## config.mk

```make
export PLATFORM = sky130hd
export DESIGN_NAME = lidar_frame_parser_core
export DESIGN_NICKNAME = d
export VERILOG_FILES = /design/src/rtl/lfp_pkg.sv /design/src/rtl/lidar_frame_parser_core.sv
export SDC_FILE = /design/constraint.sdc
export NUM_CORES = 1
export LEC_CHECK = 0
export BUFFER_PORTS_ARGS = -buffer_cell sky130_fd_sc_hd__buf_2
export CORE_UTILIZATION = 59
export CTS_BUF_LIST = sky130_fd_sc_hd__clkbuf_4 sky130_fd_sc_hd__clkbuf_8 sky130_fd_sc_hd__clkbuf_16
export DETAILED_ROUTE_END_ITERATION = 10
export GPL_ROUTABILITY_DRIVEN = 0
export GPL_TIMING_DRIVEN = 0
export PLACE_DENSITY = 0.76
export SLEW_MARGIN = 15
export SYNTH_ARGS = -nofsm -noshare
export SYNTH_HDL_FRONTEND = slang
export SYNTH_SLANG_ARGS = --single-unit
export TNS_END_PERCENT = 1
```

## constraint.sdc

```tcl
create_clock -name clk -period 9 [get_ports clk]
set_clock_uncertainty 0.15 [all_clocks]
set_input_delay 1.8 -clock clk [delete_from_list [all_inputs] [get_ports clk]]
set_output_delay 1.8 -clock clk [all_outputs]
set_load 0.005 [all_outputs]
```

## src/rtl/lfp_pkg.sv

```systemverilog
// ----------------------------------------------------------------------------
// lfp_pkg
// Shared constants, codes and the CRC-8 byte update for the lidar frame parser.
// ----------------------------------------------------------------------------
package lfp_pkg;

  localparam int DEF_POINTS_PER_FRAME = 12;

  localparam logic [7:0]  HDR0      = 8'h54;   // 'T'
  localparam logic [7:0]  HDR1      = 8'h2C;   // ','
  localparam logic [7:0]  CRC_SEED  = 8'hD8;   // CRC of the two header bytes
  localparam logic [7:0]  CRC_POLY  = 8'h4D;
  localparam logic [15:0] FULL_TURN = 16'd36000;

  localparam int OUT_TDATA_W = 48;

  // parse phase codes
  localparam logic [1:0] PH_HUNT = 2'd0;
  localparam logic [1:0] PH_HDR1 = 2'd1;
  localparam logic [1:0] PH_DATA = 2'd2;

  // sequencer state codes
  localparam logic [2:0] S_RX   = 3'd0;
  localparam logic [2:0] S_ANG  = 3'd1;
  localparam logic [2:0] S_PREP = 3'd2;
  localparam logic [2:0] S_DIV  = 3'd3;
  localparam logic [2:0] S_STEP = 3'd4;
  localparam logic [2:0] S_PT   = 3'd5;

  // MSB-first CRC-8, no final xor
  function automatic logic [7:0] crc8_update(input logic [7:0] crc, input logic [7:0] b);
    logic [7:0] c;
    c = crc ^ b;
    for (int k = 0; k < 8; k++) begin
      if (c[7]) c = {c[6:0], 1'b0} ^ CRC_POLY;
      else      c = {c[6:0], 1'b0};
    end
    return c;
  endfunction

endpackage

```

## src/rtl/lidar_frame_parser_core.sv

```systemverilog
// ----------------------------------------------------------------------------
// lidar_frame_parser_core
// Hunts for the scan packet header, stores the payload in a frame memory,
// checks the CRC-8 and replays the points with interpolated angles.
// ----------------------------------------------------------------------------
// Channel  | Dir | Width | Contents
// in_*     | in  | 8     | rx_byte, one serial byte per transfer
// out_*    | out | 48+1  | one point per transfer, tlast on the final point
//
// in_tready is high throughout reception, so bytes are taken as they arrive.
// A frame that passes the CRC check holds in_tready low while the sequencer
// makes the four angle reads, forms the angle span, does one reciprocal
// multiply for the angle step and a setup step, then reads the points
// (P = POINTS_PER_FRAME) on the single memory read port.
// out_tready low stretches the per-point loop; the output register lets the
// last point wait while new bytes are taken.
// Synchronous active-low reset; the frame memory needs no clearing.
// ----------------------------------------------------------------------------
module lidar_frame_parser_core #(
  parameter int POINTS_PER_FRAME = lfp_pkg::DEF_POINTS_PER_FRAME
) (
  input  logic                           clk,
  input  logic                           rst_n,
  input  logic                           in_tvalid,
  output logic                           in_tready,
  input  logic [7:0]                     in_tdata,   // [7:0] rx_byte
  output logic                           out_tvalid,
  input  logic                           out_tready,
  // [15:0] distance, [23:16] intensity, [39:24] angle, [43:40] point_index, [47:44] zero
  output logic [lfp_pkg::OUT_TDATA_W-1:0] out_tdata,
  output logic                           out_tlast   // last_point
);
  import lfp_pkg::*;

  localparam int STORE_LEN = 3 * POINTS_PER_FRAME + 8;
  localparam int ADDR_W    = $clog2(STORE_LEN);
  localparam int CNT_W     = $clog2(STORE_LEN + 1);
  localparam int PI_W      = $clog2(POINTS_PER_FRAME);
  localparam int END_POS   = 4 + 3 * POINTS_PER_FRAME;
  // divide by P-1 as multiply by ceil(2^21 / (P-1)); exact for 16-bit spans, P <= 32
  localparam int RECIP_SH  = 21;
  localparam logic [RECIP_SH:0] RECIP =
    (RECIP_SH + 1)'((2 ** RECIP_SH + POINTS_PER_FRAME - 2) / (POINTS_PER_FRAME - 1));

  logic [2:0]        state_r;
  logic [2:0]        sub_r;
  logic [1:0]        phase_r;
  logic [CNT_W-1:0]  count_r;
  logic [7:0]        crc_r;

  logic [7:0]        mem [STORE_LEN];
  logic [7:0]        rd_data_r;
  logic [ADDR_W-1:0] rd_addr;
  logic              mem_we;

  logic [15:0]       start_r, end_r, diff;
  logic [15:0]       q_r;
  logic [RECIP_SH+16:0] prod;
  logic [15:0]       step_r, ang_r;
  logic [16:0]       ang_sum;
  logic [PI_W-1:0]   i_r;
  logic [ADDR_W-1:0] base_r;
  logic [15:0]       dist_r;

  logic                   out_valid_r, out_valid_nxt, out_last_r;
  logic [OUT_TDATA_W-1:0] out_data_r;
  logic                   slot_free, pt_load, in_xfer;

  assign in_tready  = (state_r == S_RX);
  assign in_xfer    = in_tvalid && in_tready;
  assign mem_we     = in_xfer && (phase_r == PH_DATA) && (count_r < CNT_W'(STORE_LEN));
  assign slot_free  = !out_valid_r || out_tready;
  assign pt_load    = (state_r == S_PT) && (sub_r == 3'd3) && slot_free;

  assign diff    = (start_r <= end_r) ? end_r - start_r : FULL_TURN + end_r - start_r;
  assign prod    = q_r * RECIP;
  assign ang_sum = {1'b0, ang_r} + {1'b0, step_r};

  // read address sequence
  always_comb begin
    rd_addr = '0;
    case (state_r)
      S_ANG: begin
        case (sub_r)
          3'd0:    rd_addr = ADDR_W'(2);
          3'd1:    rd_addr = ADDR_W'(3);
          3'd2:    rd_addr = ADDR_W'(END_POS);
          default: rd_addr = ADDR_W'(END_POS + 1);
        endcase
      end
      S_PT: begin
        case (sub_r)
          3'd0:    rd_addr = base_r;
          3'd1:    rd_addr = base_r + ADDR_W'(1);
          default: rd_addr = base_r + ADDR_W'(2);
        endcase
      end
      default: rd_addr = '0;
    endcase
  end

  // frame memory: writes only while receiving, reads rd_addr into rd_data_r each clock
  always_ff @(posedge clk) begin
    if (mem_we) mem[count_r[ADDR_W-1:0]] <= in_tdata;
    rd_data_r <= mem[rd_addr];
  end

  always_ff @(posedge clk) begin
    if (!rst_n) begin
      state_r <= S_RX;
      sub_r   <= '0;
      phase_r <= PH_HUNT;
      count_r <= '0;
      crc_r   <= CRC_SEED;
    end else begin
      case (state_r)
        S_RX: begin
          if (in_xfer) begin
            case (phase_r)
              PH_HUNT: if (in_tdata == HDR0) phase_r <= PH_HDR1;
              PH_HDR1: begin
                if (in_tdata == HDR1) begin
                  phase_r <= PH_DATA;
                  count_r <= '0;
                  crc_r   <= CRC_SEED;
                end else if (in_tdata != HDR0) begin
                  phase_r <= PH_HUNT;
                end
              end
              PH_DATA: begin
                if (count_r < CNT_W'(STORE_LEN)) begin
                  crc_r   <= crc8_update(crc_r, in_tdata);
                  count_r <= count_r + CNT_W'(1);
                end else begin
                  phase_r <= PH_HUNT;
                  count_r <= '0;
                  crc_r   <= CRC_SEED;
                  if (crc_r == in_tdata) begin
                    state_r <= S_ANG;
                    sub_r   <= '0;
                  end
                end
              end
              default: phase_r <= PH_HUNT;
            endcase
          end
        end
        S_ANG: begin
          sub_r <= sub_r + 3'd1;
          if (sub_r == 3'd4) state_r <= S_PREP;
        end
        S_PREP: state_r <= S_DIV;
        S_DIV:  state_r <= S_STEP;
        S_STEP: begin
          state_r <= S_PT;
          sub_r   <= '0;
        end
        S_PT: begin
          if (sub_r != 3'd3) begin
            sub_r <= sub_r + 3'd1;
          end else if (slot_free) begin
            sub_r <= '0;
            if (i_r == PI_W'(POINTS_PER_FRAME - 1)) state_r <= S_RX;
          end
        end
        default: state_r <= S_RX;
      endcase
    end
  end

  // datapath: angle capture, divide by P-1, point walk
  always_ff @(posedge clk) begin
    if (state_r == S_ANG) begin
      case (sub_r)
        3'd1:    start_r[7:0]  <= rd_data_r;
        3'd2:    start_r[15:8] <= rd_data_r;
        3'd3:    end_r[7:0]    <= rd_data_r;
        3'd4:    end_r[15:8]   <= rd_data_r;
        default: ;
      endcase
    end
    if (state_r == S_PREP) begin
      q_r   <= diff;
      ang_r <= (start_r >= FULL_TURN) ? start_r - FULL_TURN : start_r;
    end
    if (state_r == S_DIV) begin
      q_r <= prod[RECIP_SH+15:RECIP_SH];
    end
    if (state_r == S_STEP) begin
      step_r <= (q_r >= FULL_TURN) ? q_r - FULL_TURN : q_r;
      i_r    <= '0;
      base_r <= ADDR_W'(4);
    end
    if (state_r == S_PT) begin
      if (sub_r == 3'd1) dist_r[7:0]  <= rd_data_r;
      if (sub_r == 3'd2) dist_r[15:8] <= rd_data_r;
    end
    if (pt_load) begin
      i_r    <= i_r + PI_W'(1);
      base_r <= base_r + ADDR_W'(3);
      ang_r  <= (ang_sum >= {1'b0, FULL_TURN}) ? 16'(ang_sum - {1'b0, FULL_TURN})
                                               : ang_sum[15:0];
    end
  end

  // output register
  always_comb begin
    out_valid_nxt = out_valid_r;
    if (pt_load)         out_valid_nxt = 1'b1;
    else if (out_tready) out_valid_nxt = 1'b0;
  end

  always_ff @(posedge clk) begin
    if (!rst_n) out_valid_r <= 1'b0;
    else        out_valid_r <= out_valid_nxt;
    if (pt_load) begin
      out_data_r <= {4'b0, 4'(i_r), ang_r, rd_data_r, dist_r};
      out_last_r <= (i_r == PI_W'(POINTS_PER_FRAME - 1));
    end
  end

  assign out_tvalid = out_valid_r;
  assign out_tdata  = out_data_r;
  assign out_tlast  = out_last_r;

  // checks
  a_angle_range: assert property (@(posedge clk) disable iff (!rst_n)
    out_tvalid |-> out_tdata[39:24] < FULL_TURN)
    else $error("angle out of range");

  a_div_done: assert property (@(posedge clk) disable iff (!rst_n)
    state_r == S_STEP |-> $past(state_r) == S_DIV)
    else $error("step formed without the divide");

  a_rd_range: assert property (@(posedge clk) disable iff (!rst_n)
    (state_r == S_ANG || state_r == S_PT) |-> rd_addr < ADDR_W'(STORE_LEN))
    else $error("frame read out of range");

  a_last_exit: assert property (@(posedge clk) disable iff (!rst_n)
    pt_load && i_r == PI_W'(POINTS_PER_FRAME - 1) |=> state_r == S_RX && out_tlast)
    else $error("final point did not end replay");

  a_ang_acc: assert property (@(posedge clk) disable iff (!rst_n)
    state_r == S_PT |-> ang_r < FULL_TURN && step_r < FULL_TURN)
    else $error("angle accumulator out of range");

endmodule

```

* After elaboration in Yosys (flattened, before gate mapping)
Memory sizes are Yosys's and may differ from the RTL's. A register that Yosys moved wholly into a read port is not among the register bits.
Index checks and enable logic that the tools add are counted.
Widths: inputs -> output; s select.
** Operators by class
- Reduce and logical (&&, ||, !) cells :: 26
- Multipliers :: 1
- Muxes and demuxes :: 89
- Eq/ne operators :: 30
- Add/subtract/negate cells :: 13
- Magnitude comparators :: 5
- Bitwise logic cells :: 9
** Operator list (count)
- $mux 8 :: 37
- $mux 16 :: 6
- $mux 7 :: 8
- $sub 16x16->16 const B :: 3
- $mux 3 :: 14
- $pmux 6 s2 :: 3
- $mul 16x18->34 const B :: 1
- $ge 16x16->1 const B :: 2
- $not 4->4 :: 8
- $sub 16x16->16 :: 2
- $mux 13 :: 2
- $mux 6 :: 4
- $pmux 3 s6 :: 1
- $pmux 6 s3 :: 1
- $add 16x16->17 :: 1
- $ge 17x16->1 const B :: 1
- $add 16x16->16 const A :: 1
- $le 16x16->1 :: 1
- $pmux 8 s2 :: 1
- $ne 2x2->1 const B :: 7
- $add 6x1->6 const B :: 2
- $add 6x2->6 const B :: 2
- $eq 3x2->1 const B :: 4
- $pmux 3 s4 :: 1
- 32 further kinds :: 60
** Word-level totals
- Memories kept :: 1
- Memory bits (writable) :: 352
- Logic and storage cells :: 194
- Flip-flop bits (word level) :: 174
- Output and inout port bits :: 51
** Memories
- mem :: words 44, width 8, read ports 1, clocked after memory_dff 1, write ports 1, line lidar_frame_parser_core.sv:51 : logic [7:0] mem [STORE_LEN];

* Logic depth before layout (Yosys ltp)
- Depth in word-level cells :: 54
- Mapped depth :: 22

* Worst setup path before layout
No wires, ideal clock.
- Path kind :: register -> register
- From :: reg q_r[5]
- To :: reg q_r[9] (data pin)
- Cell stages (with the launch flop) :: 21
- Data arrival time :: 5.808 ns
- Path slack :: 2.773 ns
- Period minus slack after synthesis :: 6.227 ns
- Cell sequence :: edfxtp_1 > fa_1 > inv_1 > fa_1 > inv_1 > fa_1 > fa_1 > inv_1 > fa_1 > fa_1 > inv_1 > ha_1 > and3_1 > and3_1 > and4_1 > or3b_2 > nand3_1 > a211oi_1 > o31ai_1 > xnor2_1 > o21ai_0
** Between the ends
- Longest elaborated chain between the ends :: 2
** RTL lines
- start: declaration :: line lidar_frame_parser_core.sv:57 : logic [15:0] q_r;
- start signal: assignment :: line lidar_frame_parser_core.sv:183 : q_r <= diff;
- start signal: assignment :: line lidar_frame_parser_core.sv:187 : q_r <= prod[RECIP_SH+15:RECIP_SH];
- $mul 16x18->34 :: line lidar_frame_parser_core.sv:76 : assign prod = q_r * RECIP;
- $mux 13 :: line lidar_frame_parser_core.sv:186 : if (state_r == S_DIV) begin
Every way passes these cells.
A chain may end at the register's enable or synchronous reset.

* Worst setup path in the final report
- From :: reg q_r[5]
- To :: reg q_r[11] (data pin)
The elaborated chain is that of the path after synthesis.

==> flow_metrics.env <==
export IMPL_status="finished, final reports clean"
export IMPL_worstPathMaxFanout=10
export IMPL_drc=0
export IMPL_arrival_ns=7.16
export IMPL_tns_ns=0
export IMPL_ios=63
export IMPL_fin_crit_ns=6.966
export IMPL_synth_ff_type="edfxtp_1"
export IMPL_tightest_slew_ns=1.125
export IMPL_routedWlPerCell_um=22.24
export IMPL_dp_worst_setup_slack_ns=2.135
export IMPL_rsz0062_at_grt="false"
export IMPL_routed_wirelength_mm=63.29
export IMPL_required_ns=9.19
export IMPL_rows=80
export IMPL_antenna_found_initial=0
export IMPL_min_path_type="reg -> reg"
export IMPL_p_leak_nw=12.09
export IMPL_final_common_cell="edfxtp_1"
export IMPL_start_kind="flop"
export IMPL_period_share_pct=77.40
export IMPL_grt_pass1_wl_mm=98.69
export IMPL_avgViaCountPerCell=5.969
export IMPL_ys_async_sr_fraction_pct=0
export IMPL_clock_sinks=534
export IMPL_synth_edf_count=500
export IMPL_drive_above_1_share_pct=13.18
export IMPL_finalSetupViolCount=0
export IMPL_core_area_um2=48050
export IMPL_tritoncts="done"
export IMPL_initial_utilization_pct=60.22
export IMPL_clkTransAtPathRegs_ns=0.06
export IMPL_synth_seq_cells=534
export IMPL_power_density_nw_per_um2=162.4
export IMPL_ctsLongestPathBuffers=3
export IMPL_cts_buffers=52
export IMPL_cts_setup_buffers=0
export IMPL_max_slew_margin_pct=24.50
export IMPL_cts_root_buf="clkbuf_16"
export IMPL_antenna_cells=0
export IMPL_cap_viol_max_count=0
export IMPL_synthCells=2073
export IMPL_syn_avg_cell_area_um2=13.96
export IMPL_nets=2519
export IMPL_grt_pass1_vias=17680
export IMPL_htreeDepth=2
export IMPL_regArea_um2=15700
export IMPL_ant_nets=0
export IMPL_fillers=3353
export IMPL_ctsResizeCount=0
export IMPL_holdBufCountCts=0
export IMPL_cp_end_kind="flop"
export IMPL_synth_distinct_cells=86
export IMPL_dpl_hpwl_mm=44.78
export IMPL_vias=16990
export IMPL_die_width_um=223.5
export IMPL_hold_violations=0
export IMPL_yosysSeqAreaShare_pct=54.24
export IMPL_multiInputGateArea_um2=12050
export IMPL_clkLatencyLatePin_ns=0.62
export IMPL_irDropWorstVdd_mv=0.1901
export IMPL_worstSetupPathType="reg -> reg"
export IMPL_port_buffers=58
export IMPL_grt_overflow_total=0
export IMPL_area_growth_pct=10.00
export IMPL_track_usage_pct=26.17
export IMPL_final_cell_mix="500 x edfxtp_1, 260 x inv_1, 206 x ha_1, 110 x fa_1, 109 x nor2_1"
export IMPL_first_pass_iters=5
export IMPL_holdWs_ns=0.2686
export IMPL_grt_max_degree=55
export IMPL_die_area_um2=49930
export IMPL_first_iter_violations=1580
export IMPL_max_freq_ghz=0.1436
export IMPL_final_max_slew_viol_count=0
export IMPL_setup_slack_ns=2.034
export IMPL_netlist_area_um2=28940
export IMPL_die_height_um=223.5
export IMPL_yosys_warnings=0
## worst max-delay path, stage by stage (launching register included)
cell and delay (ns):
edfxtp_1 0.69, fa_1 0.62, inv_1 0.05, fa_1 0.49, inv_1 0.07, fa_1 0.47
fa_1 0.50, inv_1 0.06, fa_1 0.51, fa_1 0.55, inv_1 0.08, ha_1 0.33
and3_1 0.18, and3_1 0.20, and4_1 0.21, a32oi_1 0.28, a31oi_1 0.19, o211ai_1 0.28
nand3_1 0.21, or4_1 0.42, and3_1 0.19
## state kept, by name, indices dropped and copies added, names as in the netlist
name and cells:
count_r 6, crc_r 8, rd_data_r 8, phase_r 2
i_r 4, out_tlast 1, state_r 3, base_r 6
out_tvalid 1, q_r 16, mem 352, out_tdata 44
ang_r 16, step_r 16, sub_r 3, start_r 16
end_r 16, dist_r 16
## final cells by class
type / instances / share of cell area (%)
flip-flops and latches: 534 / 49.31
multi-input cells: 1228 / 37.86
clock buffers: 74 / 4.780
inverters: 261 / 3.078
well taps: 615 / 2.418
repair buffers: 61 / 0.9945
clock inverters: 20 / 0.8098
plain buffers: 53 / 0.7508
## per-stage QoR
stage / area [um^2] / cells / power, mW / util (%)
2_1_floorplan: 28950 / 2076 / 2.906 / -
3_3_place_gp: 30010 / 2749 / 2.979 / 62.45
3_5_place_dp: 30050 / 2752 / 2.987 / 62.54
4_1_cts: 31830 / 2846 / 5.193 / 66.25
5_1_grt: 31830 / 2846 / 5.304 / 66.25
6_report: 31830 / 2846 / 5.169 / 66.25
## cells by family (layout without fill, tap and decap cells)
logic type / count (synthesis) / count (layout) / synth area share [%]
buffers and inverters: 314 / 469 / 4.199
AOI/OAI and AO/OA: 270 / 270 / 6.240
muxes: 159 / 159 / 9.310
adders and majority gates: 316 / 316 / 16.52
DFF: 534 / 534 / 54.24
and+or+nand+nor: 384 / 384 / 6.603
other: 1 / 4 / 0.01296
xor gates and xnor gates: 95 / 95 / 2.876
## report_power, final
part           total, mW  internal, mW  leakage (nW)  switching [mW]
registers           2.70          2.70          4.78        0.000950
logic              0.234        0.0906          6.42           0.144
clock network       2.23          1.30         0.890           0.934
## synth_stat cells (all sizes together), types with 3 or more instances
cell type	instances	area share (%)
a211o	3	0.091
a211oi	14	0.40
a21boi	5	0.13
a21o	20	0.52
a21oi	59	1.0
a221o	4	0.14
a22oi	6	0.16
a31oi	12	0.26
a32oi	4	0.12
and2	7	0.15
and3	18	0.40
buf	20	0.38
clkbuf	33	0.43
dfxtp	34	2.4
edfxtp	500	52
fa	110	7.6
ha	206	8.9
inv	260	3.4
mux2i	70	2.4
mux4	88	6.8
nand2	93	1.2
nand2b	12	0.26
nand3	27	0.47
nand3b	7	0.18
nand4	12	0.26
nor2	109	1.4
nor2b	23	0.52
nor3	29	0.58
nor3b	3	0.078
nor4	6	0.13
o211ai	20	0.52
o21a	9	0.23
o21ai	73	1.3
o21bai	6	0.16
o31ai	10	0.28
o41ai	4	0.19
or2	6	0.13
or3	16	0.35
or3b	6	0.18
xnor2	66	2.0
xor2	29	0.88
## worst paths after layout
path,endpoint,slack [ns],cells past startpoint,from
max,q_r[11],2.03,20,q_r[5]
min,out_tdata[6],0.27,0,dist_r[6]
max reg2reg,q_r[11],2.03,20,q_r[5]
min reg2reg,out_tdata[6],0.27,0,dist_r[6]
## per-layer routing
| metal | part of all wire [%] | GRT usage [%] | up-vias | wire length [um] |
|---|---|---|---|---|
| met5 | 0 | 0 | - | 0 |
| met1 | 40 | 33.11 | 8510 | 25010 |
| li1 | - | - | 7815 | - |
| met2 | 51 | 45.57 | 560 | 32140 |
| met4 | 3.7 | 9.854 | 0 | 2335 |
| met3 | 6.0 | 4.056 | 104 | 3809 |
Power figures use the tool's default switching activity.
